[config.mk]
export PLATFORM = sky130hd
export DESIGN_NAME = utf8_stream_decoder_unit
export DESIGN_NICKNAME = d
export VERILOG_FILES = /design/src/rtl/usd_pkg.sv /design/src/rtl/usd_decoder.sv /design/src/rtl/usd_result_queue.sv /design/src/rtl/utf8_stream_decoder_unit.sv
export SDC_FILE = /design/constraint.sdc
export NUM_CORES = 1
export LEC_CHECK = 0
export ABC_CLOCK_PERIOD_IN_PS = 5300
export BUFFER_PORTS_ARGS = -buffer_cell sky130_fd_sc_hd__buf_2
export CAP_MARGIN = 20
export CORE_UTILIZATION = 65
export CTS_CLUSTER_SIZE = 24
export DETAILED_ROUTE_END_ITERATION = 10
export GPL_TIMING_DRIVEN = 0
export PLACE_DENSITY = 0.84
export REMOVE_ABC_BUFFERS = 1
export SYNTH_ARGS = -nofsm -noshare
export SYNTH_HDL_FRONTEND = slang
export SYNTH_SLANG_ARGS = --single-unit
[constraint.sdc]
create_clock -name clock -period 5.3 [get_ports clock]
set_input_delay 0.795 -clock clock [delete_from_list [all_inputs] [get_ports clock]]
set_output_delay 0.795 -clock clock [all_outputs]
set_load 0.02 [all_outputs]
[src/rtl/usd_pkg.sv]
// ----------------------------------------------------------------------------
// usd_pkg
// Shared types and constants for the UTF-8 stream decoder.
// ----------------------------------------------------------------------------
package usd_pkg;

   localparam int CP_WIDTH            = 21;
   localparam int BYTE_WIDTH          = 8;
   localparam int QUEUE_DEPTH_DEFAULT = 4;

   // code point limits used by the final checks
   localparam logic [CP_WIDTH-1:0] CP_MAX      = 21'h10FFFF;
   localparam logic [CP_WIDTH-1:0] SURR_LO     = 21'h00D800;
   localparam logic [CP_WIDTH-1:0] SURR_HI     = 21'h00DFFF;
   localparam logic [CP_WIDTH-1:0] MAX_ONE_B   = 21'h00007F;
   localparam logic [CP_WIDTH-1:0] MAX_TWO_B   = 21'h0007FF;
   localparam logic [CP_WIDTH-1:0] MAX_THREE_B = 21'h00FFFF;

   // result status codes
   typedef enum logic [2:0] {
      ST_OK           = 3'd0,
      ST_EOF          = 3'd1,
      ST_STRAY_CONT   = 3'd2,
      ST_BAD_LEAD     = 3'd3,
      ST_MISSING_CONT = 3'd4,
      ST_BAD_CONT     = 3'd5,
      ST_RANGE        = 3'd6,
      ST_OVERLONG     = 3'd7
   } status_type;

   // byte classes by count of leading ones
   typedef enum logic [2:0] {
      BC_ASCII,
      BC_CONT,
      BC_LEAD2,
      BC_LEAD3,
      BC_LEAD4,
      BC_BAD
   } byte_class_type;

   // one result transaction
   typedef struct packed {
      logic [CP_WIDTH-1:0] code_point;
      status_type          status;
      logic                run_end;
   } rsp_item_type;

   // decoder sequence state
   typedef struct packed {
      logic [CP_WIDTH-1:0] partial;
      logic [1:0]          remaining;
      logic [1:0]          seq_len;
      logic                bad_cont;
   } dec_state_type;

   // everything one byte produces
   typedef struct packed {
      logic [1:0]   count;
      rsp_item_type slot0;
      rsp_item_type slot1;
   } dec_out_type;

endpackage

[src/rtl/usd_decoder.sv]
// ----------------------------------------------------------------------------
// usd_decoder
// Sequence state and single-pass byte decode, up to two results per byte.
// ----------------------------------------------------------------------------
module usd_decoder
   import usd_pkg::*;
(
   input  logic                  clock,
   input  logic                  reset,
   input  logic                  byte_valid,
   input  logic                  advance,
   input  logic [BYTE_WIDTH-1:0] byte_value,
   input  logic                  end_of_input,
   output dec_out_type           dec_out
);

   typedef struct packed {
      logic          has_result;
      rsp_item_type  result;
      dec_state_type state;
   } idle_out_type;

   dec_state_type state_ff;
   dec_state_type state_in;

   // classify a byte by its leading ones
   function automatic byte_class_type classify(input logic [BYTE_WIDTH-1:0] b);
      byte_class_type cls;
      unique casez (b)
         8'b0???????: cls = BC_ASCII;
         8'b10??????: cls = BC_CONT;
         8'b110?????: cls = BC_LEAD2;
         8'b1110????: cls = BC_LEAD3;
         8'b11110???: cls = BC_LEAD4;
         default:     cls = BC_BAD;
      endcase
      return cls;
   endfunction

   // handling of a byte with no sequence open
   function automatic idle_out_type idle_byte(input logic [BYTE_WIDTH-1:0] b,
                                              input logic eoi);
      idle_out_type        o;
      logic [1:0]          len;
      logic [CP_WIDTH-1:0] payload;
      o          = '0;
      len        = 2'd0;
      payload    = '0;
      o.result.status = ST_OK;
      unique case (classify(b))
         BC_ASCII: begin
            o.has_result        = 1'b1;
            o.result.code_point = CP_WIDTH'(b);
         end
         BC_CONT: begin
            o.has_result    = 1'b1;
            o.result.status = ST_STRAY_CONT;
         end
         BC_LEAD2: begin
            len     = 2'd1;
            payload = CP_WIDTH'(b[4:0]);
         end
         BC_LEAD3: begin
            len     = 2'd2;
            payload = CP_WIDTH'(b[3:0]);
         end
         BC_LEAD4: begin
            len     = 2'd3;
            payload = CP_WIDTH'(b[2:0]);
         end
         default: begin
            o.has_result    = 1'b1;
            o.result.status = ST_BAD_LEAD;
         end
      endcase
      // a lead byte opens a sequence unless input ends here
      if (len != 2'd0) begin
         if (eoi) begin
            o.has_result    = 1'b1;
            o.result.status = ST_EOF;
         end else begin
            o.state.partial   = payload;
            o.state.remaining = len;
            o.state.seq_len   = len;
         end
      end
      return o;
   endfunction

   byte_class_type      cls;
   idle_out_type        idle_res;
   logic [CP_WIDTH-1:0] partial_new;
   logic [1:0]          rem_new;
   logic                bad_new;
   logic                out_of_range;
   logic [1:0]          need_cont;

   // decode of the registered byte against the current state
   always_comb begin
      cls         = classify(byte_value);
      idle_res    = idle_byte(byte_value, end_of_input);
      partial_new = (cls == BC_CONT) ? {state_ff.partial[CP_WIDTH-7:0], byte_value[5:0]}
                                     : state_ff.partial;
      rem_new     = state_ff.remaining - 2'd1;
      bad_new     = state_ff.bad_cont | (cls == BC_BAD);
      out_of_range = (partial_new > CP_MAX) ||
                     ((partial_new >= SURR_LO) && (partial_new <= SURR_HI));
      if (partial_new <= MAX_ONE_B) begin
         need_cont = 2'd0;
      end else if (partial_new <= MAX_TWO_B) begin
         need_cont = 2'd1;
      end else if (partial_new <= MAX_THREE_B) begin
         need_cont = 2'd2;
      end else begin
         need_cont = 2'd3;
      end

      dec_out  = '0;
      dec_out.slot0.status = ST_OK;
      dec_out.slot1.status = ST_OK;
      state_in = '0;

      if (state_ff.remaining == 2'd0) begin
         dec_out.count = {1'b0, idle_res.has_result};
         dec_out.slot0 = idle_res.result;
         state_in      = idle_res.state;
      end else if (cls == BC_CONT || cls == BC_BAD) begin
         // continuation slot consumed
         if (rem_new == 2'd0) begin
            dec_out.count = 2'd1;
            if (bad_new) begin
               dec_out.slot0.status = ST_BAD_CONT;
            end else if (out_of_range) begin
               dec_out.slot0.code_point = partial_new;
               dec_out.slot0.status     = ST_RANGE;
            end else if (need_cont < state_ff.seq_len) begin
               dec_out.slot0.code_point = partial_new;
               dec_out.slot0.status     = ST_OVERLONG;
            end else begin
               dec_out.slot0.code_point = partial_new;
            end
         end else if (end_of_input) begin
            dec_out.count        = 2'd1;
            dec_out.slot0.status = ST_EOF;
         end else begin
            state_in.partial   = partial_new;
            state_in.remaining = rem_new;
            state_in.seq_len   = state_ff.seq_len;
            state_in.bad_cont  = bad_new;
         end
      end else begin
         // missing continuation, then the byte again as a fresh one
         dec_out.slot0.status = ST_MISSING_CONT;
         dec_out.slot1        = idle_res.result;
         dec_out.count        = idle_res.has_result ? 2'd2 : 2'd1;
         state_in             = idle_res.state;
      end

      // the last result of the byte closes its run
      dec_out.slot0.run_end = (dec_out.count == 2'd1);
      dec_out.slot1.run_end = 1'b1;
   end

   // state register
   always_ff @(posedge clock) begin
      if (reset) begin
         state_ff <= '0;
      end else if (advance) begin
         state_ff <= state_in;
      end
   end

   a_two_needs_missing: assert property (@(posedge clock) disable iff (reset)
      (byte_valid && dec_out.count == 2'd2) |-> dec_out.slot0.status == ST_MISSING_CONT)
      else $error("second result without a missing continuation");

   a_rem_within_len: assert property (@(posedge clock) disable iff (reset)
      (state_ff.remaining != 2'd0) |-> (state_ff.remaining <= state_ff.seq_len))
      else $error("remaining count exceeds sequence length");

   a_idle_clean: assert property (@(posedge clock) disable iff (reset)
      (state_ff.remaining == 2'd0) |-> !state_ff.bad_cont)
      else $error("bad continuation flag left set while idle");

endmodule

[src/rtl/usd_result_queue.sv]
// ----------------------------------------------------------------------------
// usd_result_queue
// Small result queue taking up to two entries per cycle, draining one while rsp_ready is high.
// ----------------------------------------------------------------------------
module usd_result_queue
   import usd_pkg::*;
#(
   parameter int QUEUE_DEPTH = QUEUE_DEPTH_DEFAULT
)(
   input  logic         clock,
   input  logic         reset,
   input  logic [1:0]   push_count,
   input  rsp_item_type push0,
   input  rsp_item_type push1,
   output logic         room_two,
   output logic         rsp_valid,
   input  logic         rsp_ready,
   output rsp_item_type rsp_item
);

   localparam int PTR_W = (QUEUE_DEPTH > 1) ? $clog2(QUEUE_DEPTH) : 1;
   localparam int CNT_W = $clog2(QUEUE_DEPTH + 1);

   rsp_item_type     entry_ff [QUEUE_DEPTH];
   logic [PTR_W-1:0] wr_ptr_ff, wr_ptr_in;
   logic [PTR_W-1:0] rd_ptr_ff, rd_ptr_in;
   logic [CNT_W-1:0] count_ff, count_in;
   logic [PTR_W-1:0] wr_ptr_next;
   logic             pop;

   function automatic logic [PTR_W-1:0] wrap_inc(input logic [PTR_W-1:0] p);
      return (p == PTR_W'(QUEUE_DEPTH - 1)) ? '0 : p + 1'b1;
   endfunction

   // status and head
   assign rsp_valid   = (count_ff != '0);
   assign rsp_item    = entry_ff[rd_ptr_ff];
   assign pop         = rsp_valid && rsp_ready;
   assign room_two    = (count_ff <= CNT_W'(QUEUE_DEPTH - 2));
   assign wr_ptr_next = wrap_inc(wr_ptr_ff);

   // pointer and count update
   always_comb begin
      unique case (push_count)
         2'd1:    wr_ptr_in = wr_ptr_next;
         2'd2:    wr_ptr_in = wrap_inc(wr_ptr_next);
         default: wr_ptr_in = wr_ptr_ff;
      endcase
      rd_ptr_in = pop ? wrap_inc(rd_ptr_ff) : rd_ptr_ff;
      count_in  = count_ff + CNT_W'(push_count) - CNT_W'(pop);
   end

   always_ff @(posedge clock) begin
      if (reset) begin
         wr_ptr_ff <= '0;
         rd_ptr_ff <= '0;
         count_ff  <= '0;
      end else begin
         wr_ptr_ff <= wr_ptr_in;
         rd_ptr_ff <= rd_ptr_in;
         count_ff  <= count_in;
      end
   end

   // entry storage
   always_ff @(posedge clock) begin
      for (int i = 0; i < QUEUE_DEPTH; i++) begin
         if (push_count != 2'd0 && wr_ptr_ff == PTR_W'(i)) begin
            entry_ff[i] <= push0;
         end else if (push_count == 2'd2 && wr_ptr_next == PTR_W'(i)) begin
            entry_ff[i] <= push1;
         end
      end
   end

   a_count_bound: assert property (@(posedge clock) disable iff (reset)
      count_ff <= CNT_W'(QUEUE_DEPTH))
      else $error("result queue count beyond depth");

   a_push_has_room: assert property (@(posedge clock) disable iff (reset)
      (push_count != 2'd0) |-> room_two)
      else $error("push into result queue without room");

endmodule

[src/rtl/utf8_stream_decoder_unit.sv]
// ----------------------------------------------------------------------------
// utf8_stream_decoder_unit
// UTF-8 byte stream to code point decoder with error status per result.
// ----------------------------------------------------------------------------
// One byte is accepted per cycle while the input register is empty or the
// result queue has room for two results. A byte sits in the input register,
// is decoded in a single pass against the sequence state and drops zero, one
// or two results into a small result queue, so the first result of a byte
// passes the input register and then the queue before it is offered. The
// result port drains one result per cycle while rsp_ready is high; a byte that
// reports a missing continuation and then yields its own result fills two
// queue slots, and the queue depth (QUEUE_DEPTH) sets how far the input can run ahead of a stalled result side.
module utf8_stream_decoder_unit
   import usd_pkg::*;
#(
   parameter int QUEUE_DEPTH = QUEUE_DEPTH_DEFAULT
)(
   input  logic                  clock,
   input  logic                  reset,
   input  logic                  req_valid,
   output logic                  req_ready,
   input  logic [BYTE_WIDTH-1:0] req_byte_value,
   input  logic                  req_end_of_input,
   output logic                  rsp_valid,
   input  logic                  rsp_ready,
   output logic [CP_WIDTH-1:0]   rsp_code_point,
   output logic [2:0]            rsp_status,
   output logic                  rsp_run_end
);

   logic                  in_valid_ff, in_valid_in;
   logic [BYTE_WIDTH-1:0] in_byte_ff;
   logic                  in_eoi_ff;
   logic                  room_two;
   logic                  advance;
   logic                  req_fire;
   dec_out_type           dec_out;
   rsp_item_type          rsp_item;
   logic [1:0]            push_count;

   // input register handshake
   assign advance     = in_valid_ff && room_two;
   assign req_ready   = !in_valid_ff || room_two;
   assign req_fire    = req_valid && req_ready;
   assign in_valid_in = req_fire || (in_valid_ff && !advance);
   assign push_count  = advance ? dec_out.count : 2'd0;

   always_ff @(posedge clock) begin
      if (reset) begin
         in_valid_ff <= 1'b0;
      end else begin
         in_valid_ff <= in_valid_in;
      end
   end

   always_ff @(posedge clock) begin
      if (req_fire) begin
         in_byte_ff <= req_byte_value;
         in_eoi_ff  <= req_end_of_input;
      end
   end

   // byte decode
   usd_decoder u_decoder (
      .clock        (clock),
      .reset        (reset),
      .byte_valid   (in_valid_ff),
      .advance      (advance),
      .byte_value   (in_byte_ff),
      .end_of_input (in_eoi_ff),
      .dec_out      (dec_out)
   );

   // result queue
   usd_result_queue #(
      .QUEUE_DEPTH (QUEUE_DEPTH)
   ) u_result_queue (
      .clock      (clock),
      .reset      (reset),
      .push_count (push_count),
      .push0      (dec_out.slot0),
      .push1      (dec_out.slot1),
      .room_two   (room_two),
      .rsp_valid  (rsp_valid),
      .rsp_ready  (rsp_ready),
      .rsp_item   (rsp_item)
   );

   // result ports
   assign rsp_code_point = rsp_item.code_point;
   assign rsp_status     = rsp_item.status;
   assign rsp_run_end    = rsp_item.run_end;

endmodule
==> summary.txt <==
Layout
  • Final core utilization: roughly four fifths
  • Non-Filler Instances: 756
  • Multi-input logic area: approximately 2700 sq um
  • Final net count: between 600 and 700
  • Register area: around 3800 sq um
  • Most frequent cells in the layout: 94 x edfxtp_1, 70 x nand2_1, 64 x nor2_1
  • Share of cells above drive strength 1: 20.1%
  • Area growth syn-to-layout: 15.7%
  • FILL cells: around 600
  • Most common library cell in the layout ignoring fill and taps: edfxtp_1
  • N_diodes: 0

Global routing
  • GRT met1 Usage: slightly below 40%
  • Total GRT Usage: between 30% and 40%
  • Vias in the first global route: roughly 4,900
  • Met3 Use GR: roughly 6.5%
  • First-pass GRT wire length: 25.3 mm
  • M2 GR Usage: between 50% and 60%
  • Initial antenna violation count: 0
  • Global route hottest layer: met2
  • Largest net degree at the start of global routing: 23
  • Grt ovf: 0

STA
  • Unrepaired setup endpoints after global routing: false
  • TNS Setup: 0 ns
  • Hold_ws: roughly 0.42 ns
  • Fin. max-slew vios: 0
  • Setup violations, final: 0
  • Slew headroom: a little over a third
  • Final hold violations: 0
  • Achievable frequency: between 0.2 and 0.3 GHz
  • Crit path time final: a little under 4 ns
  • Worst slew pin tran: around 0.96 ns
  • Tcrit/Tclk final: about three quarters
  • Clk_skew: 0.00778 ns

Worst setup path
  • Most Frequent Cell on Critical Path: ha_1
  • CP top delay family: compound AO/OA/AOI/OAI gates
  • CP startpoint kind: flip-flop
  • Required @ worst endpoint: between 5 and 6 ns
  • CP Class: flip-flop to flip-flop
  • Buf/Inv on CP: 1
  • WP data arrival: 4.16 ns
  • CP cell instances: inv_1 -> ha_1 -> a211oi_1 -> a31oi_1 -> o21bai_1 -> or2_2 -> ha_1 -> nand2_1 -> nor2b_2 -> xnor2_1 -> o22a_1 -> nor2b_1
  • Crit-path max cell delay: 0.53 ns
  • Worst-path fanout max: 13
  • Slowest cell on crit path: o21bai_1
  • Worst setup EP type: flip-flop

Pwr
  • Combinational share of power: around a fifth
  • Tot Pwr: about 3.3 mW
  • P_leak: 2.80 nW
  • Clk pwr share: between 30 and 40%
  • Flop pwr share: around two fifths
  • Switching Power: around 0.96 mW
  • Pwr/cell area: around 430 nW/um^2
  • VDD IR max: approximately 290 uV
  • Net Sw Frac: ~29%
  • P_int: roughly 2.4 mW

Routing
  • Routed Antenna Nets: 0
  • Routed wire length: ~16 mm
  • Routed vias: around 5,000
  • DR DRC count: 0
  • Via density: approximately 6.5
  • Drt wl/cell: around 21 microns
  • DR iter-0 viols: 505
  • TritonRoute pass-1 iters: 5

Logic synthesis
  • Post-synthesis instance total: 573
  • Seq/Total Area, Yosys: ~57%
  • Seq cells post-synth: ~150
  • Ys Warns: 0
  • Asr flop ratio synth: 0%
  • Syn_area_per_cell: 11.8 sq um
  • Mapped Area: a little under 7000 sq um
  • Post-synth EDFFs: 94
  • Top FF cell, synth: edfxtp_1
  • Netlist cell types: 57

Floorplan
  • IO Count: 40
  • Cell Rows: 36
  • Die Height: 104 microns
  • Core ar.: between 9000 and 10,000 sq um
  • Die W: roughly 100 microns
  • Die ar.: 10,800 sq um
  • Initial Util: roughly two thirds

Placement
  • Number of buffers added on ports: 39
  • DP HPWL: between 10 and 15 mm
  • Gpl congestion: between 0.8 and 0.9
  • DP Cell Count: slightly above 700

CTS
  • Postcts setup bufs: 0
  • Clock Latency Late Sink: ~0.54 ns
  • TritonCTS clock tree: built
  • Post_cts resized: 0
  • Clk slew on worst S/H paths: 0.07 ns
  • Clock Sinks: between 100 and 150
  • CTS Buf Count: 17
  • CTS root buf: clkbuf_8
  • Max clock buf depth: 2
  • Max H-tree Level: 4
  • CTS Hold Bufs: 0

Job
  • Number of max-cap violations: 0

Hold path
  • HP Class: input port to flip-flop

Run status
  • Status: complete, no violations
[power by group through the flow]
stage | combinational [mW] | clock [mW] | sequential (mW)
3_5_place_dp | 0.698 | 0 | 1.40
3_3_place_gp | 0.605 | 0 | 1.43
5_1_grt | 0.756 | 1.31 | 1.39
6_report | 0.702 | 1.26 | 1.38
2_1_floorplan | 0.467 | 0 | 1.39
4_1_cts | 0.705 | 1.26 | 1.38
[cell usage after synthesis, types with 3 or more instances]
cell type,number,area share [%]
clkbuf_1,24,1.3
o22a_1,3,0.39
dfxtp_1,51,15
nor4_1,3,0.28
and2_1,10,0.92
nor2_1,64,3.5
a21o_1,15,1.7
a311oi_1,3,0.39
nand2_1,70,3.9
nand2b_1,11,1.0
inv_1,18,1.0
o22ai_1,7,0.65
nand3_1,6,0.44
o21ai_1,6,0.44
a211oi_1,6,0.66
a32o_1,3,0.44
xnor2_1,5,0.65
or2_2,3,0.28
nor3_1,7,0.52
mux4_2,25,8.3
nor2b_1,22,2.0
ha_1,15,2.8
o21ai_0,19,1.4
edfxtp_1,94,42
buf_2,7,0.52
a22o_1,19,2.5
a21oi_1,20,1.5
[worst register-to-register path: stages (launching register included)]
cell and delay [ns]:
dfxtp_1 0.41, inv_1 0.07, ha_1 0.38, a211oi_1 0.29
a31oi_1 0.07, o21bai_1 0.53, or2_2 0.24, ha_1 0.41
nand2_1 0.15, nor2b_2 0.39, xnor2_1 0.23, o22a_1 0.34
nor2b_1 0.11
[state kept, by name (all words and copies together), names as in the netlist, named ones only]
register and cells:
in_byte_ff 8, in_eoi_ff 1, in_valid_ff 1, u_decoder.state_ff 26, u_result_queue.count_ff 3, u_result_queue.entry_ff 100
u_result_queue.rd_ptr_ff 2, u_result_queue.wr_ptr_ff 2
[logic make-up after synthesis]
kind of cell	Yosys count	synth area share, %
AOI/OAI and AO/OA	118	13.0
muxes	26	8.47
buffers and inverters	51	3.06
xor gates and xnor gates	6	0.775
DFF	145	56.7
and+or+nand+nor	211	14.9
adders and majority gates	16	3.07
[per-layer routing]
metal,part of all wire (%),wire length (microns)
met4,4.0,639
met5,0,0
met3,8.8,1400
met1,38,6000
met2,49,7840
[area by class of cell]
| type | instances | area share (%) |
|---|---|---|
| flip-flops and latches | 145 | 49.1 |
| multi-input cells | 377 | 34.9 |
| clock buffers | 18 | 5.33 |
| repair buffers | 51 | 5.16 |
| clock inverters | 14 | 2.60 |
| well taps | 133 | 2.12 |
| inverters | 18 | 0.862 |
[path summary, 6_finish.rpt]
path	start	endpoint	slack, ns	cells past startpoint
worst max register to register	u_decoder.state_ff[3]	u_result_queue.entry_ff[3][7]	1.43	12
worst max-delay path	u_decoder.state_ff[3]	u_result_queue.entry_ff[3][7]	1.43	12
worst min-delay path	req_byte_value[3]	in_byte_ff[3]	0.42	1
worst min register to register	u_result_queue.entry_ff[2][23]	u_result_queue.entry_ff[2][23]	0.46	2
[stage by stage]
step | cell area [sq um] | worst slack [ns]
floorplan | 6640 | 1.88
global placement | 7000 | 0.688
detailed placement | 7210 | 1.57
CTS | 7830 | 1.51
global route | 7840 | 1.22
finish | 7840 | 1.43
Power figures use the tool's default switching activity.
